--- config.mk ---
export PLATFORM = sky130hd
export DESIGN_NAME = ipv4_header_validator_core
export DESIGN_NICKNAME = d
export VERILOG_FILES = /design/src/hw/rtl/ipv4hv_pkg.sv /design/src/hw/rtl/ipv4_header_validator_core.sv /design/src/hw/rtl/ipv4hv_accum.sv /design/src/hw/rtl/ipv4hv_verdict.sv
export VERILOG_INCLUDE_DIRS = /design/src /design/src/hw/rtl
export SDC_FILE = /design/constraint.sdc
export NUM_CORES = 1
export LEC_CHECK = 0
export ABC_AREA = 1
export BUFFER_PORTS_ARGS = -buffer_cell sky130_fd_sc_hd__buf_2
export CELL_PAD_IN_SITES_DETAIL_PLACEMENT = 1
export CELL_PAD_IN_SITES_GLOBAL_PLACEMENT = 1
export CORE_MARGIN = 3
export CORE_UTILIZATION = 35
export DETAILED_ROUTE_END_ITERATION = 8
export MAX_ROUTING_LAYER = met4
export PLACE_DENSITY_LB_ADDON = 0.08
export SLEW_MARGIN = 20
export SYNTH_ARGS = -nofsm -noshare
export SYNTH_HDL_FRONTEND = slang
export SYNTH_HIERARCHICAL = 1
export SYNTH_SLANG_ARGS = --single-unit
--- constraint.sdc ---
create_clock -name i_clk -period 5.2 [get_ports i_clk]
set_input_delay 0.78 -clock i_clk [delete_from_list [all_inputs] [get_ports i_clk]]
set_output_delay 0.78 -clock i_clk [all_outputs]
set_load 0.01 [all_outputs]
--- src/hw/rtl/ipv4_header_validator_core_assert.svh ---
// Assertion macros for the IPv4 header validator.
`ifndef IPV4_HEADER_VALIDATOR_CORE_ASSERT_SVH
`define IPV4_HEADER_VALIDATOR_CORE_ASSERT_SVH

`ifndef SYNTHESIS
`define IHV_ASSERT(label, clk, rst_n, prop) \
    label: assert property (@(posedge clk) disable iff (!rst_n) (prop)) \
        else $error("ipv4 header validator: assertion failed");
`define IHV_NEVER(label, clk, rst_n, expr) \
    label: assert property (@(posedge clk) disable iff (!rst_n) !(expr)) \
        else $error("ipv4 header validator: forbidden condition seen");
`else
`define IHV_ASSERT(label, clk, rst_n, prop)
`define IHV_NEVER(label, clk, rst_n, expr)
`endif

`endif

--- src/hw/rtl/ipv4hv_pkg.sv ---
// Shared types and constants for the IPv4 header validator.
package ipv4hv_pkg;

    typedef struct packed {
        logic [7:0] data_byte;
        logic       last_byte;
    } t_in_item;

    typedef struct packed {
        logic [2:0]  status;
        logic [5:0]  header_bytes;
        logic [10:0] payload_bytes;
        logic [31:0] source_addr;
        logic [31:0] dest_addr;
        logic [7:0]  protocol_number;
    } t_out_item;

    // Header fields captured so far for the packet in flight
    typedef struct packed {
        logic [3:0]  version;
        logic [5:0]  hdr_len;
        logic [15:0] pkt_len;
        logic [15:0] ones_sum;
        logic [7:0]  proto;
        logic [31:0] src;
        logic [31:0] dst;
    } t_hdr_state;

    localparam logic [2:0] ST_OK        = 3'd0;
    localparam logic [2:0] ST_TOO_SMALL = 3'd1;
    localparam logic [2:0] ST_SANITY    = 3'd2;
    localparam logic [2:0] ST_NOT_V4    = 3'd3;
    localparam logic [2:0] ST_CHECKSUM  = 3'd4;
    localparam logic [2:0] ST_PROTOCOL  = 3'd5;

    localparam int unsigned POS_VER_IHL  = 0;
    localparam int unsigned POS_TLEN_HI  = 2;
    localparam int unsigned POS_TLEN_LO  = 3;
    localparam int unsigned POS_PROTO    = 9;
    localparam int unsigned POS_SRC_BASE = 12;
    localparam int unsigned POS_DST_BASE = 16;
    localparam int unsigned POS_DST_END  = 20;

    localparam logic [5:0]  MIN_HDR_BYTES = 6'd20;
    localparam logic [5:0]  MAX_HDR_BYTES = 6'd60;
    localparam logic [3:0]  IP_VERSION    = 4'd4;
    localparam logic [15:0] SUM_GOOD      = 16'hFFFF;
    localparam logic [7:0]  PROTO_DEFAULT = 8'd6;

endpackage

--- src/hw/rtl/ipv4_header_validator_core.sv ---
// IPv4 header validator: takes a received packet one byte per cycle and
// gives one verdict per packet, on the transfer of the byte flagged last.
// Throughput is one byte per cycle while the result register is free; a
// byte is held in the input register, is folded into the captured header
// state and the 16-bit end-around-carry checksum adder, and on the last
// byte the verdict goes straight into the result register, where it is
// presented until it is taken.
// Non-final bytes keep flowing while a result waits; only a last byte
// waits for the result register to free up.
// Bytes beyond MAX_PACKET_BYTES are ignored until the packet ends.
`include "ipv4_header_validator_core_assert.svh"

module ipv4_header_validator_core #(
    parameter int unsigned MAX_PACKET_BYTES = 2048
) (
    input  logic                  i_clk,
    input  logic                  i_rst_n,
    input  logic                  i_in_valid,
    output logic                  o_in_stall,
    input  ipv4hv_pkg::t_in_item  i_in_item,
    output logic                  o_out_valid,
    input  logic                  i_out_stall,
    output ipv4hv_pkg::t_out_item o_out_item,
    input  logic                  i_cfg_wr_en,
    input  logic [7:0]            i_cfg_wr_data
);

    localparam int unsigned CNT_W = $clog2(MAX_PACKET_BYTES + 1);

    logic                   r_in_valid;
    ipv4hv_pkg::t_in_item   r_in_item;
    logic                   r_out_valid;
    ipv4hv_pkg::t_out_item  r_out_item;
    logic [7:0]             r_accepted_protocol;

    ipv4hv_pkg::t_hdr_state next_state;
    logic [CNT_W-1:0]       next_count;
    ipv4hv_pkg::t_out_item  verdict;

    logic out_free;
    logic take;
    logic in_xfer;

    assign out_free   = !r_out_valid || !i_out_stall;
    assign take       = r_in_valid && (!r_in_item.last_byte || out_free);
    assign o_in_stall = r_in_valid && !take;
    assign in_xfer    = i_in_valid && !o_in_stall;

    ipv4hv_accum #(
        .MAX_PACKET_BYTES(MAX_PACKET_BYTES)
    ) u_accum (
        .i_clk        (i_clk),
        .i_rst_n      (i_rst_n),
        .i_take       (take),
        .i_item       (r_in_item),
        .o_next       (next_state),
        .o_next_count (next_count)
    );

    ipv4hv_verdict #(
        .MAX_PACKET_BYTES(MAX_PACKET_BYTES)
    ) u_verdict (
        .i_state             (next_state),
        .i_count             (next_count),
        .i_accepted_protocol (r_accepted_protocol),
        .o_result            (verdict)
    );

    always_ff @(posedge i_clk) begin
        if (!i_rst_n) begin
            r_accepted_protocol <= ipv4hv_pkg::PROTO_DEFAULT;
        end else if (i_cfg_wr_en) begin
            r_accepted_protocol <= i_cfg_wr_data;
        end
    end

    always_ff @(posedge i_clk) begin
        if (!i_rst_n) begin
            r_in_valid <= 1'b0;
        end else if (in_xfer) begin
            r_in_valid <= 1'b1;
        end else if (take) begin
            r_in_valid <= 1'b0;
        end
    end

    always_ff @(posedge i_clk) begin
        if (in_xfer) begin
            r_in_item <= i_in_item;
        end
    end

    always_ff @(posedge i_clk) begin
        if (!i_rst_n) begin
            r_out_valid <= 1'b0;
        end else if (take && r_in_item.last_byte) begin
            r_out_valid <= 1'b1;
        end else if (!i_out_stall) begin
            r_out_valid <= 1'b0;
        end
    end

    always_ff @(posedge i_clk) begin
        if (take && r_in_item.last_byte) begin
            r_out_item <= verdict;
        end
    end

    assign o_out_valid = r_out_valid;
    assign o_out_item  = r_out_item;

    `IHV_ASSERT(a_last_loads_result, i_clk, i_rst_n, take && r_in_item.last_byte |=> r_out_valid)
    `IHV_NEVER(a_stall_only_on_full, i_clk, i_rst_n, o_in_stall && !(r_in_valid && r_in_item.last_byte && r_out_valid && i_out_stall))
    `IHV_NEVER(a_payload_zero_on_fail, i_clk, i_rst_n, r_out_valid && r_out_item.status != ipv4hv_pkg::ST_OK && r_out_item.payload_bytes != 11'd0)
    `IHV_NEVER(a_ok_header_in_range, i_clk, i_rst_n, r_out_valid && r_out_item.status == ipv4hv_pkg::ST_OK && (r_out_item.header_bytes < ipv4hv_pkg::MIN_HDR_BYTES || r_out_item.header_bytes > ipv4hv_pkg::MAX_HDR_BYTES))

endmodule

--- src/hw/rtl/ipv4hv_accum.sv ---
// Per-byte header capture, byte counter and ones-complement header sum.
module ipv4hv_accum #(
    parameter int unsigned MAX_PACKET_BYTES = 2048,
    localparam int unsigned CNT_W = $clog2(MAX_PACKET_BYTES + 1)
) (
    input  logic                  i_clk,
    input  logic                  i_rst_n,
    input  logic                  i_take,
    input  ipv4hv_pkg::t_in_item  i_item,
    output ipv4hv_pkg::t_hdr_state o_next,
    output logic [CNT_W-1:0]      o_next_count
);

    localparam int unsigned PW = (CNT_W > 6) ? CNT_W : 6;

    ipv4hv_pkg::t_hdr_state r_state, n_state;
    logic [CNT_W-1:0]       r_count, n_count;
    logic [7:0]             r_hi_hold, n_hi_hold;

    logic [16:0]            sum_raw;
    logic [PW-1:0]          pos_ext;
    logic [PW-1:0]          hdr_ext;
    logic                   room;

    assign room    = r_count < CNT_W'(MAX_PACKET_BYTES);
    assign pos_ext = PW'(r_count);
    assign hdr_ext = PW'(r_state.hdr_len);
    assign sum_raw = {1'b0, r_state.ones_sum} + {1'b0, r_hi_hold, i_item.data_byte};

    always_comb begin
        n_state   = r_state;
        n_hi_hold = r_hi_hold;
        n_count   = r_count;
        if (room) begin
            n_count = r_count + CNT_W'(1);
            if (r_count == CNT_W'(ipv4hv_pkg::POS_VER_IHL)) begin
                n_state.version = i_item.data_byte[7:4];
                n_state.hdr_len = {i_item.data_byte[3:0], 2'b00};
            end else if (r_count == CNT_W'(ipv4hv_pkg::POS_TLEN_HI)) begin
                n_state.pkt_len[15:8] = i_item.data_byte;
            end else if (r_count == CNT_W'(ipv4hv_pkg::POS_TLEN_LO)) begin
                n_state.pkt_len[7:0] = i_item.data_byte;
            end else if (r_count == CNT_W'(ipv4hv_pkg::POS_PROTO)) begin
                n_state.proto = i_item.data_byte;
            end else if (r_count >= CNT_W'(ipv4hv_pkg::POS_SRC_BASE) &&
                         r_count <  CNT_W'(ipv4hv_pkg::POS_DST_BASE)) begin
                n_state.src = {r_state.src[23:0], i_item.data_byte};
            end else if (r_count >= CNT_W'(ipv4hv_pkg::POS_DST_BASE) &&
                         r_count <  CNT_W'(ipv4hv_pkg::POS_DST_END)) begin
                n_state.dst = {r_state.dst[23:0], i_item.data_byte};
            end

            // even byte opens a word, odd byte closes it; end-around carry
            if (!r_count[0]) begin
                n_hi_hold = i_item.data_byte;
            end else if (pos_ext < hdr_ext) begin
                n_state.ones_sum = sum_raw[15:0] + 16'(sum_raw[16]);
            end
        end
    end

    assign o_next       = n_state;
    assign o_next_count = n_count;

    always_ff @(posedge i_clk) begin
        if (!i_rst_n) begin
            r_state   <= '0;
            r_count   <= '0;
            r_hi_hold <= '0;
        end else if (i_take) begin
            if (i_item.last_byte) begin
                r_state   <= '0;
                r_count   <= '0;
                r_hi_hold <= '0;
            end else begin
                r_state   <= n_state;
                r_count   <= n_count;
                r_hi_hold <= n_hi_hold;
            end
        end
    end

endmodule

--- src/hw/rtl/ipv4hv_verdict.sv ---
// Ordered header checks and result formatting on the final byte.
module ipv4hv_verdict #(
    parameter int unsigned MAX_PACKET_BYTES = 2048,
    localparam int unsigned CNT_W = $clog2(MAX_PACKET_BYTES + 1)
) (
    input  ipv4hv_pkg::t_hdr_state i_state,
    input  logic [CNT_W-1:0]       i_count,
    input  logic [7:0]             i_accepted_protocol,
    output ipv4hv_pkg::t_out_item  o_result
);

    logic [15:0] count16;
    logic [15:0] hdr16;
    logic [15:0] payload16;
    logic [2:0]  status;

    assign count16   = 16'(i_count);
    assign hdr16     = 16'(i_state.hdr_len);
    assign payload16 = i_state.pkt_len - hdr16;

    always_comb begin
        priority if (count16 < 16'(ipv4hv_pkg::MIN_HDR_BYTES)) begin
            status = ipv4hv_pkg::ST_TOO_SMALL;
        end else if (i_state.hdr_len < ipv4hv_pkg::MIN_HDR_BYTES ||
                     i_state.hdr_len > ipv4hv_pkg::MAX_HDR_BYTES) begin
            status = ipv4hv_pkg::ST_SANITY;
        end else if (hdr16 > count16) begin
            status = ipv4hv_pkg::ST_TOO_SMALL;
        end else if (i_state.version != ipv4hv_pkg::IP_VERSION) begin
            status = ipv4hv_pkg::ST_NOT_V4;
        end else if (i_state.pkt_len < hdr16) begin
            status = ipv4hv_pkg::ST_SANITY;
        end else if (i_state.pkt_len > count16) begin
            status = ipv4hv_pkg::ST_TOO_SMALL;
        end else if (i_state.ones_sum != ipv4hv_pkg::SUM_GOOD) begin
            status = ipv4hv_pkg::ST_CHECKSUM;
        end else if (i_state.proto != i_accepted_protocol) begin
            status = ipv4hv_pkg::ST_PROTOCOL;
        end else begin
            status = ipv4hv_pkg::ST_OK;
        end
    end

    always_comb begin
        o_result.status          = status;
        o_result.header_bytes    = i_state.hdr_len;
        o_result.payload_bytes   = (status == ipv4hv_pkg::ST_OK) ? payload16[10:0] : 11'd0;
        o_result.source_addr     = i_state.src;
        o_result.dest_addr       = i_state.dst;
        o_result.protocol_number = i_state.proto;
    end

endmodule
=== Yosys cells after proc, flatten, opt, wreduce, memory -nomap -nowiden ===
Cells that the tools add are included.

* Output and inout port bits: 94
* Word-level logic and storage cells: 97
* Register bits: 245
* Input bits: 22

* Add/subtract/negate cells: 4
* Muxes and demuxes: 34
* $lt $le $gt $ge: 12
* Eq/ne operators: 8
* Reduce and logical (&&, ||, !) cells: 19

{| class="wikitable"
|+ Operators by type and width
! kind !! number
|-
| 114-bit 2-to-1 mux || 2
|-
| 72-bit 2-to-1 mux || 3
|-
| 32-bit 2-to-1 mux || 3
|-
| 64-bit 2-to-1 mux || 1
|-
| 8-bit 2-to-1 mux || 7
|-
| 16-bit 2-to-1 mux || 3
|-
| 12-bit by 5-bit less-than comparator with 1-bit output, second input constant || 3
|-
| 12-bit by 2-bit equality test with 1-bit output, second input constant || 2
|-
| 12-bit 2-to-1 mux || 2
|-
| 3-bit 2-to-1 mux || 8
|-
| 16-bit by 16-bit adder with 17-bit output || 1
|-
| 16-bit by 1-bit adder with 16-bit output || 1
|-
| 16-bit by 12-bit greater-than comparator with 1-bit output || 1
|-
| 16-bit by 6-bit less-than comparator with 1-bit output || 1
|-
| 16-bit != test, second input constant || 1
|-
| 12-bit by 1-bit adder with 12-bit output, second input constant || 1
|-
| 12-bit by 4-bit equality test with 1-bit output, second input constant || 1
|-
| 12-bit by 4-bit >= comparator with 1-bit output, second input constant || 1
|-
| 12-bit by 5-bit >= comparator with 1-bit output, second input constant || 1
|-
| 6-bit by 12-bit greater-than comparator with 1-bit output || 1
|-
| 12-bit logical NOT || 1
|-
| 12-bit less-than comparator, second input constant || 1
|-
| 12-bit by 6-bit less-than comparator with 1-bit output || 1
|-
| 11-bit by 6-bit subtractor with 11-bit output || 1
|-
| 14 further kinds || 29
|}

=== Logic depth before layout (Yosys ltp) ===
Gate-level depths: netlist of run 1.

* Word-level depth: 19
* Gate-level depth with buffers: 35
* Gate-level depth less buffers: 34

=== Hierarchy ===
Netlist of run 1, hierarchy kept.

{| class="wikitable"
|+ By module, submodules not included
! module !! area each (um^2) !! instances !! cells an instance
|-
| ipv4hv_accum || 7790.0 || 1 || 1230
|-
| ipv4_header_validator_core || 3412.0 || 1 || 154
|-
| ipv4hv_verdict || 1864.3 || 1 || 299
|}

=== Worst setup path after synthesis of run 1 ===
Ideal clock, no wire load.

* Path kind: register to register
* Start: register r_in_item[3] (netlist name)
* End: register r_out_item (netlist bit o_out_item[74]) (data pin)
* Buffers on the path: 1
* Arrival time: 3.681 ns
* Setup slack: 1.263 ns
* Stages on the path, launching flop included: 34
* Clock period less this slack: 3.937 ns
* Cell sequence: edfxtp_1 -> ha_1 -> nand2_1 -> nand2_1 -> nand3_1 -> nand2_1 -> nand2_1 -> nand2_1 -> a21oi_1 -> o21bai_1 -> ha_1 -> ha_1 -> inv_1 -> nor2_1 -> nand3_1 -> nor2_1 -> nand2_1 -> nor2_1 -> nand2_1 -> nand2_1 -> nand2_1 -> a21oi_1 -> nand2_1 -> nor2_1 -> nand2_1 -> nor2_1 -> nand2_1 -> nand2_1 -> nand2_1 -> nand2_1 -> nand2_1 -> nand3_2 -> buf_6 -> nor2_2

{| class="wikitable"
|+ RTL lines
! element !! RTL line !! RTL
|-
| start, declared || ipv4_header_validator_core.sv:31 || <nowiki>ipv4hv_pkg::t_in_item r_in_item;</nowiki>
|-
| start signal, assigned || ipv4_header_validator_core.sv:89 || <nowiki>r_in_item <= i_in_item;</nowiki>
|-
| end signal, assigned || ipv4_header_validator_core.sv:105 || <nowiki>r_out_item <= verdict;</nowiki>
|-
| end, declared || ipv4_header_validator_core.sv:33 || <nowiki>ipv4hv_pkg::t_out_item r_out_item;</nowiki>
|}

==> results of run 1 <==
-- sequential cells by signal (all words and copies together) (netlist names) --
name,flops
o_out_valid,1
u_accum/r_state,108
u_accum/hdr_ext,6
o_out_item,92
r_accepted_protocol,8
u_accum/r_hi_hold,8
r_in_valid,1
r_in_item,9
u_accum/pos_ext,12
-- stage by stage --
stage,power (mW),instance area [um2]
after floorplan,2.261,13070
after global placement,2.371,13550
after detailed placement,2.373,13550
after CTS,4.395,14480
after global routing,4.511,14560
final,4.327,14560
-- critical path: cells and delay by family, from the launching register on --
kind	cells	cell delay, ps
AND/OR/NAND/NOR	26	3010
adder cells (fa/ha/maj)	2	600
flip-flops	1	440
buffers and inverters	1	80
AO/OA/AOI/OAI	3	360
-- area by class of cell --
type                            instances  share of cell area (%)
Sequential cell                       245                   40.63
Multi-Input combinational cell       1128                   39.30
Clock buffer                           44                   5.791
Timing Repair Buffer                  135                   5.156
Inverter                              172                   4.502
Tap cell                              468                   4.021
Clock inverter                         10                  0.5843
Antenna cell                            1                 0.01719
-- power by group through the flow --
stage	Clock [mW]	Sequential, mW	Combinational, mW
floorplan	0	2.10	0.157
global placement	0	2.09	0.277
detailed placement	0	2.09	0.278
CTS	2.06	2.05	0.279
global route	2.14	2.06	0.311
finish	2.00	2.05	0.277
-- cell usage in the layout (no fill, tap or decap), types with 13 or more instances in the layout --
master and instances:
nor2_1 107, xor2_1 13, o21ai_0 69, a21oi_1 177, xnor2_1 13, dfxtp_1 144
buf_4 18, inv_1 164, nand2_1 534, ha_1 49, mux2_2 16, buf_2 115
edfxtp_1 101, clkbuf_16 30, nand3_1 51
-- worst min path at each step --
stage                               from              endpoint  slack [ps]  depth (start not counted)
floorplan             u_accum/hdr_ext[0]    u_accum/hdr_ext[0]         440                          2
global placement    u_accum/r_state[111]  u_accum/r_state[111]         450                          2
detailed placement   u_accum/r_state[27]   u_accum/r_state[27]         460                          2
CTS                         i_in_item[2]          r_in_item[2]         360                          1
global route                i_in_item[2]          r_in_item[2]         360                          1
finish                      i_in_item[2]          r_in_item[2]         390                          1
-- cells by family after synthesis --
group | share of synthesized area (%)
XOR/XNOR | 1.743
flip-flops | 45.27
buffers and inverters | 11.38
AND/OR/NAND/NOR | 23.86
adder cells (fa/ha/maj) | 5.190
multiplexers | 1.379
AO/OA/AOI/OAI | 11.17
-- what timing repair did --
| action | in CTS | in global routing |
|---|---|---|
| setup endpoints to repair | 0 | 13 |
| setup buffers | 0 | 3 |
| resized for setup | 0 | 9 |
-- metal layers --
layer / up-vias / GRT usage, %
li1: 5396 / -
met1: 5100 / 26.19
met2: 131 / 32.26
met3: 43 / 2.226
met4: 0 / 3.982
met5: - / -
==> summary.log, run 1 <==
[pwr] leakage 5.773 nW
[floorplanning] boundary pin count 116
[pwr] Power per Cell Area 297.1 nW/um2
[synth] cell taking the most area after synthesis edfxtp_1
[floorplanning] horizontal die dimension 199.2 um
[floorplanning] Vert. Die Dim 199.2 um
[drt] average vias per placed instance 4.843
[place] count of buffers from port buffering 115
[pwr] internal power summed over all cells 3.276 mW
[synth] number of warnings reported in the yosys synthesis log 6
[floorplanning] initial core utilization 35.61%
[finish] multi-input logic area 5723 um2
[place] DP Wirelength 27.12 mm
[pwr] maximum vdd ir drop 0.2649 mV
[finish] number of standard cells in the layout, taps in and fillers out 2203
[setup_path] Reg-to-Reg Start r_in_item[3]
[timing] time the final worst path needs with I/O delays and setup 4651 ps
[grt] global route total overflow 0
[synth] distinct cell type count of the synthesized netlist 47
[place] last weighted congestion value of the routability-driven placer 0.8393
[setup_path] maximum fanout count along the critical path 11
[synth] synthesized instance count 1683
[place] # placed instances 2144
[synth] Avg Cell Area, Syn 7.764 um2
[pwr] Comb power frac 6.4%
[drt] total length of routed wires 38.10 mm
[setup_path] sort of element at the end of the critical path register
[clock_network] total of hold buffers inserted after clock tree synthesis 0
[grt] antenna violations before repair 2
[timing] Worst Tran Pin Value 1072 ps
[drt] number of iterations in the first detailed-routing pass 5
[setup_path] internal reg-to-reg setup slack 550 ps
[drt] via total after detailed routing 10670
[hold_path] worst hold path type in2reg
[timing] unrepaired setup endpoints after global routing false
[setup_path] capture point of the critical path o_out_item[82]
[clock_network] TritonCTS Sinks 245
[synth] FFs w/ async S/R, synth 0%
[floorplanning] placeable core region 36700 um2
[grt] wire length of the first global-routing pass 59.60 mm
[synth] most frequently used flop master after synthesis dfxtp_1
[drt] antenna-violating nets left 0
[timing] count of final setup violators 0
[drt] highest metal layer with signal wires met4
[setup_path] Critical Path Start r_in_item[3]
[clock_network] clock tree from TritonCTS done
[synth] dominant cells by area after synthesis edfxtp_1, dfxtp_1, nand2_1
[floorplanning] Total Die Area 39690 um2
[setup_path] cell with the biggest individual delay on the critical path edfxtp_1
[timing] hold_ws 387.0 ps
[job] Max Cap Violations 0
[clock_network] clk_lat worst skew 570 ps
[setup_path] critical path data arrival time 5070 ps
[timing] max-slew violation count 0
[synth] register area share after synthesis 45.27%
[setup_path] critical setup path kind reg2reg
[pwr] share of total power in the clock network 46.1%
[timing] max frequency 215.0 MHz
[setup_path] cell type with the highest occurrence count on the critical path nand2_1
[finish] utilization after layout 39.68%
[synth] top cells by count, synth nand2_1, a21oi_1, inv_1
[finish] number of fill cells 4468
[clock_network] total CTS buffers 29
[synth] synthesis-stage register bit count 245
[grt] pin count of the biggest net entering global routing 100
[drt] Remaining DRCs 0
[synth] cell with the most instances after synthesis nand2_1
[finish] layout cell share with drive strength beyond 1 14.71%
[drt] Met1 Routed Length 18.22 mm
[timing] worst setup margin 548.8 ps
[clock_network] clk root buf clkbuf_16
[drt] wire length per cell after detailed routing 17.30 um
[clock_network] CTS HTree Levels 1
[synth] area share of the leading cell type in the synthesized netlist 23.21%
[pwr] switching power as a share of total power 24.29%
[clock_network] Clk pin slew, worst setup/hold paths 60 ps
[setup_path] number of cells on the worst reg-to-reg path 32
[finish] area added between synthesis and finish 11.44%
[setup_path] required arrival time at the worst endpoint 5620 ps
[drt] sum of met2 wire segment lengths after detailed routing 18.04 mm
[synth] post-synthesis instance area 13070 um2
[floorplanning] Cell Rows 70
[timing] period utilisation layout 89.45%
[clock_network] maximum clock insertion buffer count 3
[timing] Slew headroom 28.51%
[pwr] part of the total power dissipated in sequential elements 47.4%
[finish] area of all sequential standard cells 5916 um2
[place] post-placement worst setup slack 158.4 ps
[timing] final hold viol count 0
[pwr] power dissipated by switching net loads 1.051 mW
[synth] synthesized netlist net count 1758
[finish] number of nets in the finished design 1786
[drt] met3 wire length 1.142 mm
[setup_path] max incr delay on CP 440 ps
[grt] via count of the first global-routing pass 10680
[timing] largest clock skew in the final design 8.716 ps
[setup_path] worst reg2reg path endpoint o_out_item[82]
[drt] drt first-iter violations 445
[synth] EDFF count, synth 101
[grt] GRT Overall Usage 19.55%
[setup_path] kind of start point of the critical path register
[timing] setup TNS 0 ps
[run_status] run status completed
(Power assumes the default switching activity.)
==> inputs of run 2 (changes only) <==
--- a/config.mk
+++ b/config.mk
@@ -8,9 +8,10 @@
 export LEC_CHECK = 0
 export ABC_AREA = 1
 export BUFFER_PORTS_ARGS = -buffer_cell sky130_fd_sc_hd__buf_2
+export CAP_MARGIN = 10
 export CELL_PAD_IN_SITES_DETAIL_PLACEMENT = 1
 export CELL_PAD_IN_SITES_GLOBAL_PLACEMENT = 1
-export CORE_MARGIN = 3
+export CORE_MARGIN = 2
 export CORE_UTILIZATION = 35
 export DETAILED_ROUTE_END_ITERATION = 8
 export MAX_ROUTING_LAYER = met4
==> run 2 against run 1 <==
Effect of this change: combinational power about the same; fmax decreased by 1.6%; sequential share of layout area about the same; largest power group unchanged; final cell count decreased by 0.14%; critical path depth increased by 1; clock skew increased by 6.2 ps; global-route usage increased by 1.1 points; hold slack got worse by 3.6 ps; first-iteration DRC count increased by 3.8%.
==> summary.log, run 2 (synthesis gave the netlist of run 1 again) <==
[run_status] run status completed [unchanged]
[grt] global route total overflow 0 [unchanged]
[place] DP Wirelength 27.31 mm [was 27.12 mm]
[drt] Remaining DRCs 0 [unchanged]
[clock_network] total CTS buffers 29 [unchanged]
[grt] wire length of the first global-routing pass 61.00 mm [was 59.60 mm]
[timing] final hold viol count 0 [unchanged]
[timing] setup TNS 0 ps [unchanged]
[finish] number of fill cells 4475 [was 4468]
[setup_path] required arrival time at the worst endpoint 5620 ps [about the same]
[timing] largest clock skew in the final design 14.90 ps [was 8.716 ps]
[finish] number of nets in the finished design 1785 [was 1786]
[pwr] maximum vdd ir drop 0.2436 mV [was 0.2649 mV]
[finish] most frequent cells in the layout nand2_1, a21oi_1, inv_1 [unchanged]
[setup_path] kind of start point of the critical path register [unchanged]
[setup_path] sort of element at the end of the critical path register [unchanged]
[finish] antenna diode count 0 [was 1]
[setup_path] cell with the biggest individual delay on the critical path edfxtp_1 [unchanged]
[clock_network] clk root buf clkbuf_16 [unchanged]
[finish] max reg flops 108 [unchanged]
[clock_network] clock tree from TritonCTS done [unchanged]
[floorplanning] Cell Rows 70 [unchanged]
[drt] drt first-iter violations 462 [was 445]
[drt] via total after detailed routing 10680 [was 10670]
[finish] design area 14570 um2 [was 14560 um2]
[finish] layout cell share with drive strength beyond 1 15.07% [was 14.71%]
[pwr] Power per Cell Area 298.8 nW/um2 [was 297.1 nW/um2]
[drt] wire length per cell after detailed routing 17.57 um [was 17.30 um]
[floorplanning] horizontal die dimension 197.2 um [was 199.2 um]
[place] count of buffers from port buffering 115 [unchanged]
[place] # placed instances 2141 [was 2144]
[place] last weighted congestion value of the routability-driven placer 0.8276 [was 0.8393]
[setup_path] critical path data arrival time 5150 ps [was 5070 ps]
[clock_network] TritonCTS Sinks 245 [unchanged]
[timing] period utilisation layout 90.92% [was 89.45%]
[finish] register ranked first by flip-flop count u_accum/r_state [unchanged]
[drt] average vias per placed instance 4.855 [was 4.843]
[timing] time the final worst path needs with I/O delays and setup 4728 ps [was 4651 ps]
[setup_path] maximum fanout count along the critical path 5 [was 11]
[pwr] leakage 5.768 nW [was 5.773 nW]
[finish] number of standard cells in the layout, taps in and fillers out 2200 [was 2203]
[floorplanning] placeable core region 36700 um2 [unchanged]
[timing] Slew headroom 28.13% [was 28.51%]
[place] area after detailed placement 13510 um2 [was 13550 um2]
[clock_network] Clk pin slew, worst setup/hold paths 60 ps [about the same]
[grt] GRT Overall Usage 20.62% [was 19.55%]
[finish] area added between synthesis and finish 11.51% [was 11.44%]
[drt] total length of routed wires 38.64 mm [was 38.10 mm]
[clock_network] CTS HTree Levels 1 [unchanged]
[grt] via count of the first global-routing pass 10910 [was 10680]
[floorplanning] boundary pin count 116 [unchanged]
[timing] max frequency 211.5 MHz [was 215.0 MHz]
[clock_network] clk_lat worst skew 570 ps [about the same]
[floorplanning] Vert. Die Dim 197.2 um [was 199.2 um]
[job] Max Cap Violations 0 [unchanged]
[drt] number of iterations in the first detailed-routing pass 5 [unchanged]
[timing] unrepaired setup endpoints after global routing true [was false]
[finish] most common cell after layout, fill and taps aside nand2_1 [unchanged]
[clock_network] total of hold buffers inserted after clock tree synthesis 0 [unchanged]
[timing] Worst Tran Pin Value 1078 ps [was 1072 ps]
[timing] max-slew violation count 0 [unchanged]
[setup_path] max incr delay on CP 440 ps [about the same]
[grt] pin count of the biggest net entering global routing 90 [was 100]
[setup_path] critical setup path kind reg2reg [unchanged]
[hold_path] worst hold path type in2reg [unchanged]
[timing] count of final setup violators 0 [unchanged]
[drt] antenna-violating nets left 0 [unchanged]
[setup_path] cell type with the highest occurrence count on the critical path nand2_1 [unchanged]
[floorplanning] initial core utilization 35.61% [unchanged]
[grt] antenna violations before repair 1 [was 2]
[floorplanning] Total Die Area 38890 um2 [was 39690 um2]
[clock_network] maximum clock insertion buffer count 3 [unchanged]
[run 2: routing by layer]
| layer | routed length, um | track usage, % | vias to the layer above |
|---|---|---|---|
| li1 | - | - | 5407 |
| met1 | 18550 | 27.00 | 5120 |
| met2 | 18630 | 34.78 | 125 |
| met3 | 920 | 2.015 | 30 |
| met4 | 549 | 4.233 | 0 |
| met5 | 0 | - | - |
[run 2: critical path: cells and delay by family, from the launching register on]
kind	cells	cell delay, ps
AOI/OAI and AO/OA	3	520
adders and majority gates	4	1070
buffers and inverters	3	270
DFF	1	440
and+or+nand+nor	23	2280
[run 2: worst paths after layout]
path                             from                  end  slack (ps)  depth (start not counted)
hold / removal           i_in_item[0]         r_in_item[0]         380                          1
setup reg to reg         r_in_item[1]       o_out_item[75]         470                         33
setup / recovery         r_in_item[1]       o_out_item[75]         470                         33
hold reg to reg   u_accum/r_state[51]  u_accum/r_state[51]         460                          2
[run 2: where the power goes]
part           leakage [nW]  internal [mW]  switching [mW]
Sequential             2.03           2.03          0.0204
Clock                 0.466           1.19           0.829
Combinational          3.27         0.0755           0.203
Total                  5.77           3.30            1.05
[run 2: cell type report]
type | instances | area, um2 | share of cell area [%]
clock buffer | 45 | 865.8 | 5.942
clock inverter | 8 | 81.33 | 0.5582
inverter | 172 | 653.1 | 4.483
multi-input combinational | 1129 | 5758 | 39.52
sequential | 245 | 5916 | 40.60
tap | 468 | 585.6 | 4.019
timing repair buffer | 133 | 710.7 | 4.878
[run 2: repair_timing]
item                                    4_1_cts  5_1_grt
setup buffers                                 0        5
endpoints found under the setup margin        1       13
gates cloned                                  0        1
resized for setup                             1       10
[run 2: per-stage QoR]
| stage | total power, mW | util (%) | setup WS [ps] | hold WS, ps |
|---|---|---|---|---|
| 2_1_floorplan | 2.261 | - | 1263 | 435.7 |
| 3_3_place_gp | 2.369 | 36.81 | 264.5 | 448.3 |
| 3_5_place_dp | 2.373 | 36.83 | 32.76 | 454.3 |
| 4_1_cts | 4.420 | 39.41 | 69.55 | 354.0 |
| 5_1_grt | 4.537 | 39.70 | -24.78 | 357.5 |
| 6_report | 4.353 | 39.70 | 472.1 | 383.4 |
